--- src/rtl/core/tarit_pkg.sv ---
// ----------------------------------------------------------------------------
// tarit_pkg
// shared types and constants for the typed allocation range table
// ----------------------------------------------------------------------------
package tarit_pkg;

  localparam int TYPE_W  = 16;
  localparam int COUNT_W = 32;
  localparam int SIZE_W  = 16;
  localparam int EXT_W   = COUNT_W + SIZE_W;

  typedef enum logic [1:0] {
    OP_ALLOC  = 2'd0,
    OP_FREE   = 2'd1,
    OP_LOOKUP = 2'd2,
    OP_NONE   = 2'd3
  } op_t;

  typedef enum logic [1:0] {
    ST_OK       = 2'd0,
    ST_UNKNOWN  = 2'd1,
    ST_BADALIGN = 2'd2,
    ST_FULL     = 2'd3
  } status_t;

  typedef struct packed {
    logic start;
    logic done;
  } div_ctl_t;

endpackage

--- src/rtl/core/tarit_div.sv ---
// ----------------------------------------------------------------------------
// tarit_div
// restoring divider, one quotient bit per cycle
// ----------------------------------------------------------------------------
module tarit_div
  import tarit_pkg::*;
#(
  parameter int W  = 48,
  parameter int DW = 16
) (
  input  logic          clk,
  input  logic          rst_n,
  input  logic          start,
  input  logic [W-1:0]  dividend,
  input  logic [DW-1:0] divisor,
  output div_ctl_t      ctl,
  output logic [W-1:0]  quotient,
  output logic [DW-1:0] remainder
);

  localparam int SW = $clog2(W + 1);

  logic          busy_r;
  logic          done_r;
  logic [SW-1:0] step_r;
  logic [W-1:0]  quot_r;
  logic [DW-1:0] rem_r;
  logic [DW:0]   trial;
  logic [DW:0]   diff;
  logic          ge;

  assign trial = {rem_r, quot_r[W-1]};
  assign ge    = trial >= {1'b0, divisor};
  assign diff  = trial - {1'b0, divisor};

  always_ff @(posedge clk) begin
    if (!rst_n) begin
      busy_r <= 1'b0;
      done_r <= 1'b0;
      step_r <= '0;
    end else begin
      done_r <= 1'b0;
      if (start) begin
        busy_r <= 1'b1;
        step_r <= SW'(W);
      end else if (busy_r) begin
        step_r <= step_r - SW'(1);
        if (step_r == SW'(1)) begin
          busy_r <= 1'b0;
          done_r <= 1'b1;
        end
      end
    end
  end

  always_ff @(posedge clk) begin
    if (start) begin
      quot_r <= dividend;
      rem_r  <= '0;
    end else if (busy_r) begin
      rem_r  <= ge ? diff[DW-1:0] : trial[DW-1:0];
      quot_r <= {quot_r[W-2:0], ge};
    end
  end

  assign ctl.start = start;
  assign ctl.done  = done_r;
  assign quotient  = quot_r;
  assign remainder = rem_r;

endmodule

--- config.mk ---
export PLATFORM = sky130hd
export DESIGN_NAME = tarit_div
export DESIGN_NICKNAME = d
export VERILOG_FILES = /design/src/rtl/core/tarit_pkg.sv /design/src/rtl/core/tarit_div.sv
export SDC_FILE = /design/constraint.sdc
export NUM_CORES = 1
export LEC_CHECK = 0
export BUFFER_PORTS_ARGS = -buffer_cell sky130_fd_sc_hd__buf_4
export CORE_MARGIN = 4
export CORE_UTILIZATION = 35
export CTS_BUF_LIST = sky130_fd_sc_hd__clkbuf_4
export DETAILED_ROUTE_END_ITERATION = 16
export PLACE_DENSITY = 0.67
export SYNTH_ARGS = -nofsm -noshare
export SYNTH_HDL_FRONTEND = slang
export SYNTH_SLANG_ARGS = --single-unit
--- constraint.sdc ---
create_clock -name clk -period 3.7 [get_ports clk]
set_clock_uncertainty 0.2 [all_clocks]
set_input_delay 0.74 -clock clk [delete_from_list [all_inputs] [get_ports clk]]
set_output_delay 0.74 -clock clk [all_outputs]
set_load 0.02 [all_outputs]
* Word level (Yosys, flattened, before mapping) *
Cells that the tools add are included.
Widths: inputs -> output; s select.

cells by class
  add/sub/neg operators = 2
  order comparisons = 1
  equality and inequality tests = 1
  muxes and demuxes = 9
  bitwise gates (word level) = 2
  reductions and logical operators = 3

operators by type and width
  kind                 number
  $mux 48              2
  $ge 17x16->1         1
  $mux 16              1
  $sub 16x16->16       1
  $mux 6               2
  $eq 6x1->1 const B   1
  $sub 6x1->6 const B  1
  $mux 1               4
  $reduce_or 3->1      1
  $not 1->1            2
  $reduce_bool 2->1    1
  $reduce_or 2->1      1

storage, ports and cells
  register bits = 72
  bits of input ports = 67
  output and inout port bits = 66
  logic and storage cells = 24

* Longest topological paths before layout *
Gate-level depths: netlist of the first run.

  word-level depth = 4
  gate-level depth with buffers = 11
  mapped depth without buffers = 10

* Worst setup path before layout of the first run *
No wires, ideal clock.

  kind = in2reg
  from = input port start
  to = register quot_r[0], in the netlist quotient[0], enable pin
  library setup time = 402 ps
  arrival = 2264 ps
  data required time = 3098 ps
  path slack = 834 ps
  stages on the path = 4
  cell sequence = buf_6 -> clkbuf_1 -> nor2_1 -> inv_1

on the way
  cells in the longest elaborated chain, start to end = 1

RTL lines
  what                                RTL line         text
  start: declaration                  tarit_div.sv:13  input logic start,
  $reduce_bool 2->1 (no source line)  --
  end signal: assignment              tarit_div.sv:58  quot_r <= dividend;
  end signal: assignment              tarit_div.sv:62  quot_r <= {quot_r[W-2:0], ge};
  end: declaration                    tarit_div.sv:26  logic [W-1:0] quot_r;

Every way passes these cells.
A chain may end at the register's enable or synchronous reset.

* Worst setup path in the final report of the first run *
  from = register quot_r[47], in the netlist quotient[47]
  to = register rem_r[14], in the netlist remainder[14]

on the way
  cells in the longest elaborated chain, start to end = 2

RTL lines
  what                                                   RTL line                          text
  $sub 16x16->16 / $ge 17x16->1 (equally long branches)  tarit_div.sv:34, tarit_div.sv:33
  $mux 16 (*)                                            tarit_div.sv:61                   rem_r <= ge ? diff[DW-1:0] : trial[DW-1:0];
  end signal: assignment                                 tarit_div.sv:61
  end: declaration                                       tarit_div.sv:27                   logic [DW-1:0] rem_r;

Mark *: on every way between the ends. The rest lies on a longest branch, timed or not.

==> results of run 1 <==
kinds of logic after synthesis:
kind of cell | share of synthesized area
AOI/OAI and AO/OA | 0.123
xor gates and xnor gates | 0.0326
adders and majority gates | 0.0608
buffers and inverters | 0.0512
DFF | 0.476
muxes | 0.159
and+or+nand+nor | 0.0977
metal layers:
layer  up-vias  share of wire  track usage
li1       1547              -            -
met2        92           0.50        0.245
met1      1467           0.43        0.187
met4         0          0.018       0.0673
met5         -              0            0
met3        13          0.051       0.0300
worst max-delay path, stage by stage (launching register included):
cell	delay, ns
edfxtp_1	0.48
inv_1	0.07
ha_1	0.21
fa_1	0.42
nand2b_1	0.18
a21oi_1	0.27
o21a_1	0.24
o21ai_0	0.12
a2111oi_0	0.45
a211o_1	0.16
final cells by class:
| class | count | area [um^2] |
|---|---|---|
| Fill cell | 1034 | 5780 |
| Sequential cell | 72 | 1920 |
| Multi-Input combinational cell | 238 | 1910 |
| Timing Repair Buffer | 138 | 1040 |
| Tap cell | 140 | 175 |
| Clock inverter | 7 | 101 |
| Inverter | 23 | 86.3 |
| Clock buffer | 9 | 67.6 |
| Antenna cell | 1 | 2.50 |
metrics by stage:
stage	total power (uW)	cells	worst slack (ns)
2_1_floorplan	1330	350	0.834
3_3_place_gp	1530	611	0.616
3_5_place_dp	1540	611	0.519
4_1_cts	2140	627	0.926
5_1_grt	2220	628	0.795
6_report	2110	628	0.878
how the worst max path moves through the flow:
stage | slack [ns] | end | from | cells past startpoint
5_1_grt | 0.80 | remainder[1]$_SDFFE_PP0P_ | remainder[1]$_SDFFE_PP0P_ | 9
3_5_place_dp | 0.52 | remainder[1]$_SDFFE_PP0P_ | divisor[13] | 11
2_1_floorplan | 0.83 | quotient[0]$_DFFE_PP_ | start | 4
6_report | 0.88 | remainder[14]$_SDFFE_PP0P_ | quotient[47]$_DFFE_PP_ | 9
4_1_cts | 0.93 | remainder[1]$_SDFFE_PP0P_ | remainder[1]$_SDFFE_PP0P_ | 9
3_3_place_gp | 0.62 | remainder[5]$_SDFFE_PP0P_ | divisor[4] | 10
registers in the layout, indices dropped and copies added, names as in the netlist:
name	flops
busy_r	1
done_r	1
quotient	48
remainder	16
step_r	6
synth_stat cells (all sizes together):
cell | number | area, um^2
ha | 18 | 225
a211oi | 13 | 103
buf | 10 | 93.8
o21bai | 3 | 26.3
dfxtp | 24 | 480
o211ai | 4 | 35.0
a21oi | 15 | 90.1
xor2 | 5 | 43.8
or4b | 1 | 10.0
a22oi | 1 | 7.51
a311oi | 1 | 15.0
xnor2 | 10 | 87.6
nand4b | 2 | 17.5
or2b | 1 | 7.51
nor4 | 2 | 12.5
and4 | 1 | 8.76
nor3 | 5 | 25.0
clkbuf | 7 | 26.3
nand2b | 5 | 31.3
a2111oi | 2 | 36.3
and3 | 2 | 12.5
o41ai | 1 | 8.76
nand2 | 22 | 82.6
nor2 | 31 | 116
a21o | 4 | 30.0
edfxtp | 48 | 1440
and4b | 1 | 10.0
a211o | 3 | 26.3
o21a | 4 | 30.0
mux2i | 10 | 100
or2 | 1 | 6.26
nor2b | 1 | 6.26
fa | 1 | 20.0
inv | 23 | 86.3
mux2 | 48 | 541
o31ai | 1 | 21.3
nand3 | 4 | 20.0
o21ai | 13 | 65.1
nand4 | 2 | 27.5
power by group through the flow:
| stage | logic (uW) | clock network (uW) | registers [uW] |
|---|---|---|---|
| 5_1_grt | 569 | 646 | 1000 |
| 3_3_place_gp | 523 | 0 | 1010 |
| 6_report | 524 | 596 | 992 |
| 4_1_cts | 530 | 616 | 993 |
| 3_5_place_dp | 527 | 0 | 1010 |
| 2_1_floorplan | 243 | 0 | 1080 |
==> flow_metrics.py, run 1 <==
metrics = {
    "cts": {
        "worstSkewPairLatency_ns": 0.43,
        "clk_pin_slew_ns": 0.14,
        "h-tree-depth": 3,
        "cts_resized": 0,
        "cts_max_path_buffers": 2,
        "holdBufCountCts": 0,
        "cts_setup_buffers": 0,
        "clkSinkCount": 72,
        "root_buffer": "clkbuf_4",
        "cts_tree": "done",
        "numCtsBuffers": 9,
    },
    "yosys": {
        "synth_nets": 436,
        "yosys_warnings": 0,
        "avgSynthCellArea_um2": 11.5,
        "synth_cell_type_count": 48,
        "syn-cell-area_um2": 4030,
        "synth-seq-cells": 72,
        "synth_cells": 350,
        "seq_area_frac_synth": 0.476,
    },
    "placed_design": {
        "routabilityCongestion": 0.853,
        "dp_hpwl_um": 7430,
        "place_area_um2": 5120,
        "io_buffers": 132,
    },
    "routing": {
        "remaining_drc_errors": 0,
        "dr.first_iter.drc_count": 148,
        "viasPerCell": 4.97,
        "vias": 3119,
        "dr.pass1.iters": 4,
        "drt-total-wl_um": 9920,
        "ant_nets": 0,
        "wire_per_inst_um": 15.8,
    },
    "power_and_ir_drop": {
        "leakage_uw": 0.00233,
        "seqPwrFrac": 0.470,
        "power.density_nw_per_um2": 399,
        "clkPwrFrac": 0.282,
        "peakVddDrop_mv": 0.204,
        "pwr-share-comb": 0.248,
        "p_sw_uw": 636,
        "switching_share": 0.301,
        "power.internal_uw": 1480,
    },
    "sta": {
        "drv_slew": 0,
        "fin_setup_tns_ns": 0,
        "fin_crit_sh": 0.763,
        "rsz0062_at_grt": "false",
        "whs_ns": 0.303,
        "tightest_slew_ns": 0.545,
        "slew_headroom": 0.635,
        "setup_viol": 0,
        "finalCriticalPeriod_ns": 2.82,
        "hold_violations": 0,
        "max_freq_ghz": 0.354,
    },
    "grt": {
        "grtUsageTotal": 0.148,
        "grt_antenna_before_repair": 1,
        "grt_pass1_wl_um": 15500,
        "overflow": 0,
        "grt_start_max_net_pins": 44,
        "grt_pass1_vias": 3191,
    },
    "floorplanning": {
        "fp.coreArea_um2": 11100,
        "die_area_um2": 13300,
        "start_util": 0.364,
        "dieHeight_um": 115,
        "row_count": 38,
        "ios": 133,
        "die_x_um": 115,
    },
    "worst_hold_path": {
        "hold_start": "remainder[13]$_SDFFE_PP0P_",
        "hold_end": "remainder[13]$_SDFFE_PP0P_",
        "hold_path_depth": 2,
        "hp-class": "flip-flop to flip-flop",
    },
    "critical_path": {
        "worst_ep_required_time_ns": 3.89,
        "ff2ff_setup_slack_ns": 0.88,
        "cp-start-kind": "flip-flop",
        "r2r_cells": 9,
        "worstPathMaxFanout": 3,
        "end_kind": "flip-flop",
        "worstPathArrival_ns": 3.01,
        "r2r-end": "remainder[14]$_SDFFE_PP0P_",
        "crit_type": "flip-flop to flip-flop",
        "rr_startpoint": "quotient[47]$_DFFE_PP_",
    },
    "run_status": {
        "outcome": "complete, no violations",
    },
    "finish": {
        "fin_nets": 568,
        "final_common_cell": "buf_4",
        "drive_above_1_share": 0.439,
        "final_area_um2": 5300,
        "final_cell_mix": "buf_4 (138), mux2_2 (48), edfxtp_1 (48)",
        "area_delta_synth_final_pct": 31.3,
        "final_core_util": 0.478,
    },
    "job": {
        "max_cap_viol_count": 0,
    },
}
Note: power is estimated with default switching activity, not from simulation.
==> run 2, diff against run 1 <==
--- a/config.mk
+++ b/config.mk
@@ -10,7 +10,7 @@
 export CORE_UTILIZATION = 35
 export CTS_BUF_LIST = sky130_fd_sc_hd__clkbuf_4
 export DETAILED_ROUTE_END_ITERATION = 16
-export PLACE_DENSITY = 0.67
+export PLACE_DENSITY = 0.69
 export SYNTH_ARGS = -nofsm -noshare
 export SYNTH_HDL_FRONTEND = slang
 export SYNTH_SLANG_ARGS = --single-unit
==> constraint.sdc (replaced) <==
create_clock -name clk -period 2.4 [get_ports clk]
set_clock_uncertainty 0.2 [all_clocks]
set_input_delay 0.48 -clock clk [delete_from_list [all_inputs] [get_ports clk]]
set_output_delay 0.48 -clock clk [all_outputs]
set_load 0.02 [all_outputs]
==> run 2 against run 1 <==
  * Core utilization rose by 6.9 points
  * Critical path depth rose by 1
  * Clock-buffer cell count is the same
  * Via count grew 7.4%
  * Cell count grew 11%
  * Sequential cell count is the same
  * Power is 56% higher
  * Global-route usage up 1.4 points
  * Largest power group unchanged
  * Highest routed layer unchanged
==> flow_metrics.py, run 2 (same netlist as run 1, synthesis figures left out) <==
metrics = {
    "run_status": {
        "outcome": "complete, no violations",
    },
    "grt": {
        "use_met3": 0.0416,
        "grt_start_max_net_pins": 49,
        "met1_usage": 0.200,
        "overflow": 0,
        "grt_pass1_vias": 3544,
        "grt_antenna_before_repair": 1,
        "grtUsageTotal": 0.162,
        "grt_pass1_wl_um": 17000,
        "met2_usage": 0.276,
        "grt.busiest_layer": "met2",
    },
    "power_and_ir_drop": {
        "leakage_uw": 0.00265,
        "switching_share": 0.305,
        "peakVddDrop_mv": 0.401,
        "fin_total_pwr_uw": 3290,
        "pwr-share-comb": 0.302,
        "seqPwrFrac": 0.465,
        "clkPwrFrac": 0.233,
        "power.density_nw_per_um2": 542,
        "p_sw_uw": 1000,
        "power.internal_uw": 2290,
    },
    "sta": {
        "tightest_slew_ns": 0.479,
        "drv_slew": 0,
        "hold_violations": 0,
        "fin_ws_ns": 0.0214,
        "setup_viol": 0,
        "finalCriticalPeriod_ns": 2.38,
        "fin_crit_sh": 0.991,
        "slew_headroom": 0.678,
        "rsz0062_at_grt": "true",
        "max_freq_ghz": 0.420,
    },
    "finish": {
        "fin_cells": 694,
        "final_area_um2": 6060,
        "final_cell_mix": "buf_4 (201), mux2_2 (48), edfxtp_1 (48)",
        "final_common_cell": "buf_4",
        "area_delta_synth_final_pct": 50.3,
        "fin_nets": 634,
        "largest_reg_flops": 48,
        "drive_above_1_share": 0.571,
    },
    "routing": {
        "dr.pass1.iters": 4,
        "dr.first_iter.drc_count": 113,
        "viasPerCell": 4.83,
        "ant_nets": 0,
        "wire_per_inst_um": 15.3,
        "remaining_drc_errors": 0,
        "vias": 3351,
        "drt-total-wl_um": 10600,
    },
    "critical_path": {
        "cp-start-kind": "flip-flop",
        "worstPathMaxFanout": 3,
        "rr_startpoint": "quotient[47]$_DFFE_PP_",
        "worst_ep_required_time_ns": 2.55,
        "path_cells": "inv_2 -> ha_4 -> nand2b_4 -> a21oi_4 -> buf_6 -> o21bai_4 -> a2111oi_4 -> nor3_1 -> or4b_1 -> nand3_1",
        "r2r-end": "remainder[15]$_SDFFE_PP0P_",
        "end_kind": "flip-flop",
        "ff2ff_setup_slack_ns": 0.02,
        "worstPathArrival_ns": 2.53,
        "cpPeakStageDelay_ns": 0.51,
        "crit_path_top_delay_cell": "or4b_1",
        "crit_family": "simple AND/OR/NAND/NOR gates",
        "r2r_cells": 10,
        "crit_type": "flip-flop to flip-flop",
        "path_buf_inv": 2,
    },
    "placed_design": {
        "dp.cells": 671,
        "routabilityCongestion": 0.817,
        "place_area_um2": 5700,
        "dp_hpwl_um": 8120,
        "io_buffers": 132,
        "pre_cts_slack_ns": -0.449,
    },
    "floorplanning": {
        "start_util": 0.364,
        "dieHeight_um": 115,
        "ios": 133,
        "row_count": 38,
        "fp.coreArea_um2": 11100,
        "die_x_um": 115,
        "die_area_um2": 13300,
    },
    "cts": {
        "holdBufCountCts": 0,
        "cts_tree": "done",
        "numCtsBuffers": 9,
        "clkSinkCount": 72,
        "cts_max_path_buffers": 2,
        "worstSkewPairLatency_ns": 0.41,
        "clk_pin_slew_ns": 0.13,
        "root_buffer": "clkbuf_4",
        "h-tree-depth": 3,
    },
    "job": {
        "max_cap_viol_count": 0,
    },
    "worst_hold_path": {
        "hp-class": "input port to flip-flop",
        "hold_end": "busy_r$_SDFF_PN0_",
        "hold_start": "rst_n",
        "hold_path_depth": 2,
    },
}
[run 2: through the flow]
step	utilization	TNS [ns]	hold slack, ns
6_report	0.547	0	0.0998
5_1_grt	0.547	-0.771	0.0708
4_1_cts	0.540	-0.0534	0.0560
3_3_place_gp	0.514	-5.44	0.283
3_5_place_dp	0.514	-6.49	0.309
2_1_floorplan	-	-0.217	0.269
[run 2: cell type report]
type | count | area (um^2)
repair buffers | 204 | 1550
diodes | 1 | 2.50
multi-input cells | 238 | 2170
clock inverters | 7 | 71.3
well taps | 140 | 175
clock buffers | 9 | 67.6
flip-flops and latches | 72 | 1930
fillers | 984 | 5010
inverters | 23 | 95.1
[run 2: worst register-to-register path, cell delays in order, from the launching register on]
cell,delay (ns)
edfxtp_1,0.41
inv_2,0.06
ha_4,0.16
nand2b_4,0.15
a21oi_4,0.17
buf_6,0.13
o21bai_4,0.06
a2111oi_4,0.31
nor3_1,0.07
or4b_1,0.51
nand3_1,0.10
[run 2: how the worst max path moves through the flow]
stage / start / end / slack, ns / cells after the start
finish: quotient[47]$_DFFE_PP_ / remainder[15]$_SDFFE_PP0P_ / 0.02 / 10
global route: quotient[47]$_DFFE_PP_ / remainder[5]$_SDFFE_PP0P_ / -0.10 / 11
CTS: quotient[47]$_DFFE_PP_ / remainder[14]$_SDFFE_PP0P_ / -0.05 / 10
detailed placement: divisor[13] / remainder[3]$_SDFFE_PP0P_ / -0.45 / 11
global placement: divisor[8] / remainder[10]$_SDFFE_PP0P_ / -0.38 / 11
floorplan: quotient[47]$_DFFE_PP_ / remainder[14]$_SDFFE_PP0P_ / -0.06 / 10
[run 2: per-layer routing]
metal  up-vias  share of wire
met1      1586           0.42
met3        13          0.047
met4         0          0.017
li1       1676              -
met2        76           0.52
met5         -              0
[run 2: power groups by stage]
stage / Sequential, uW / Combinational [uW] / Clock [uW]
2_1_floorplan: 1670 / 398 / 0
3_3_place_gp: 1550 / 927 / 0
3_5_place_dp: 1550 / 945 / 0
4_1_cts: 1530 / 981 / 810
5_1_grt: 1550 / 1070 / 862
6_report: 1530 / 993 / 766
[run 2: repair_timing]
action | CTS | global route
resized for setup | 16 | 21
endpoints found under the setup margin | 17 | 16
pin swaps | 13 | 9
buffers inserted | 5 | 1
cloned | 0 | 0
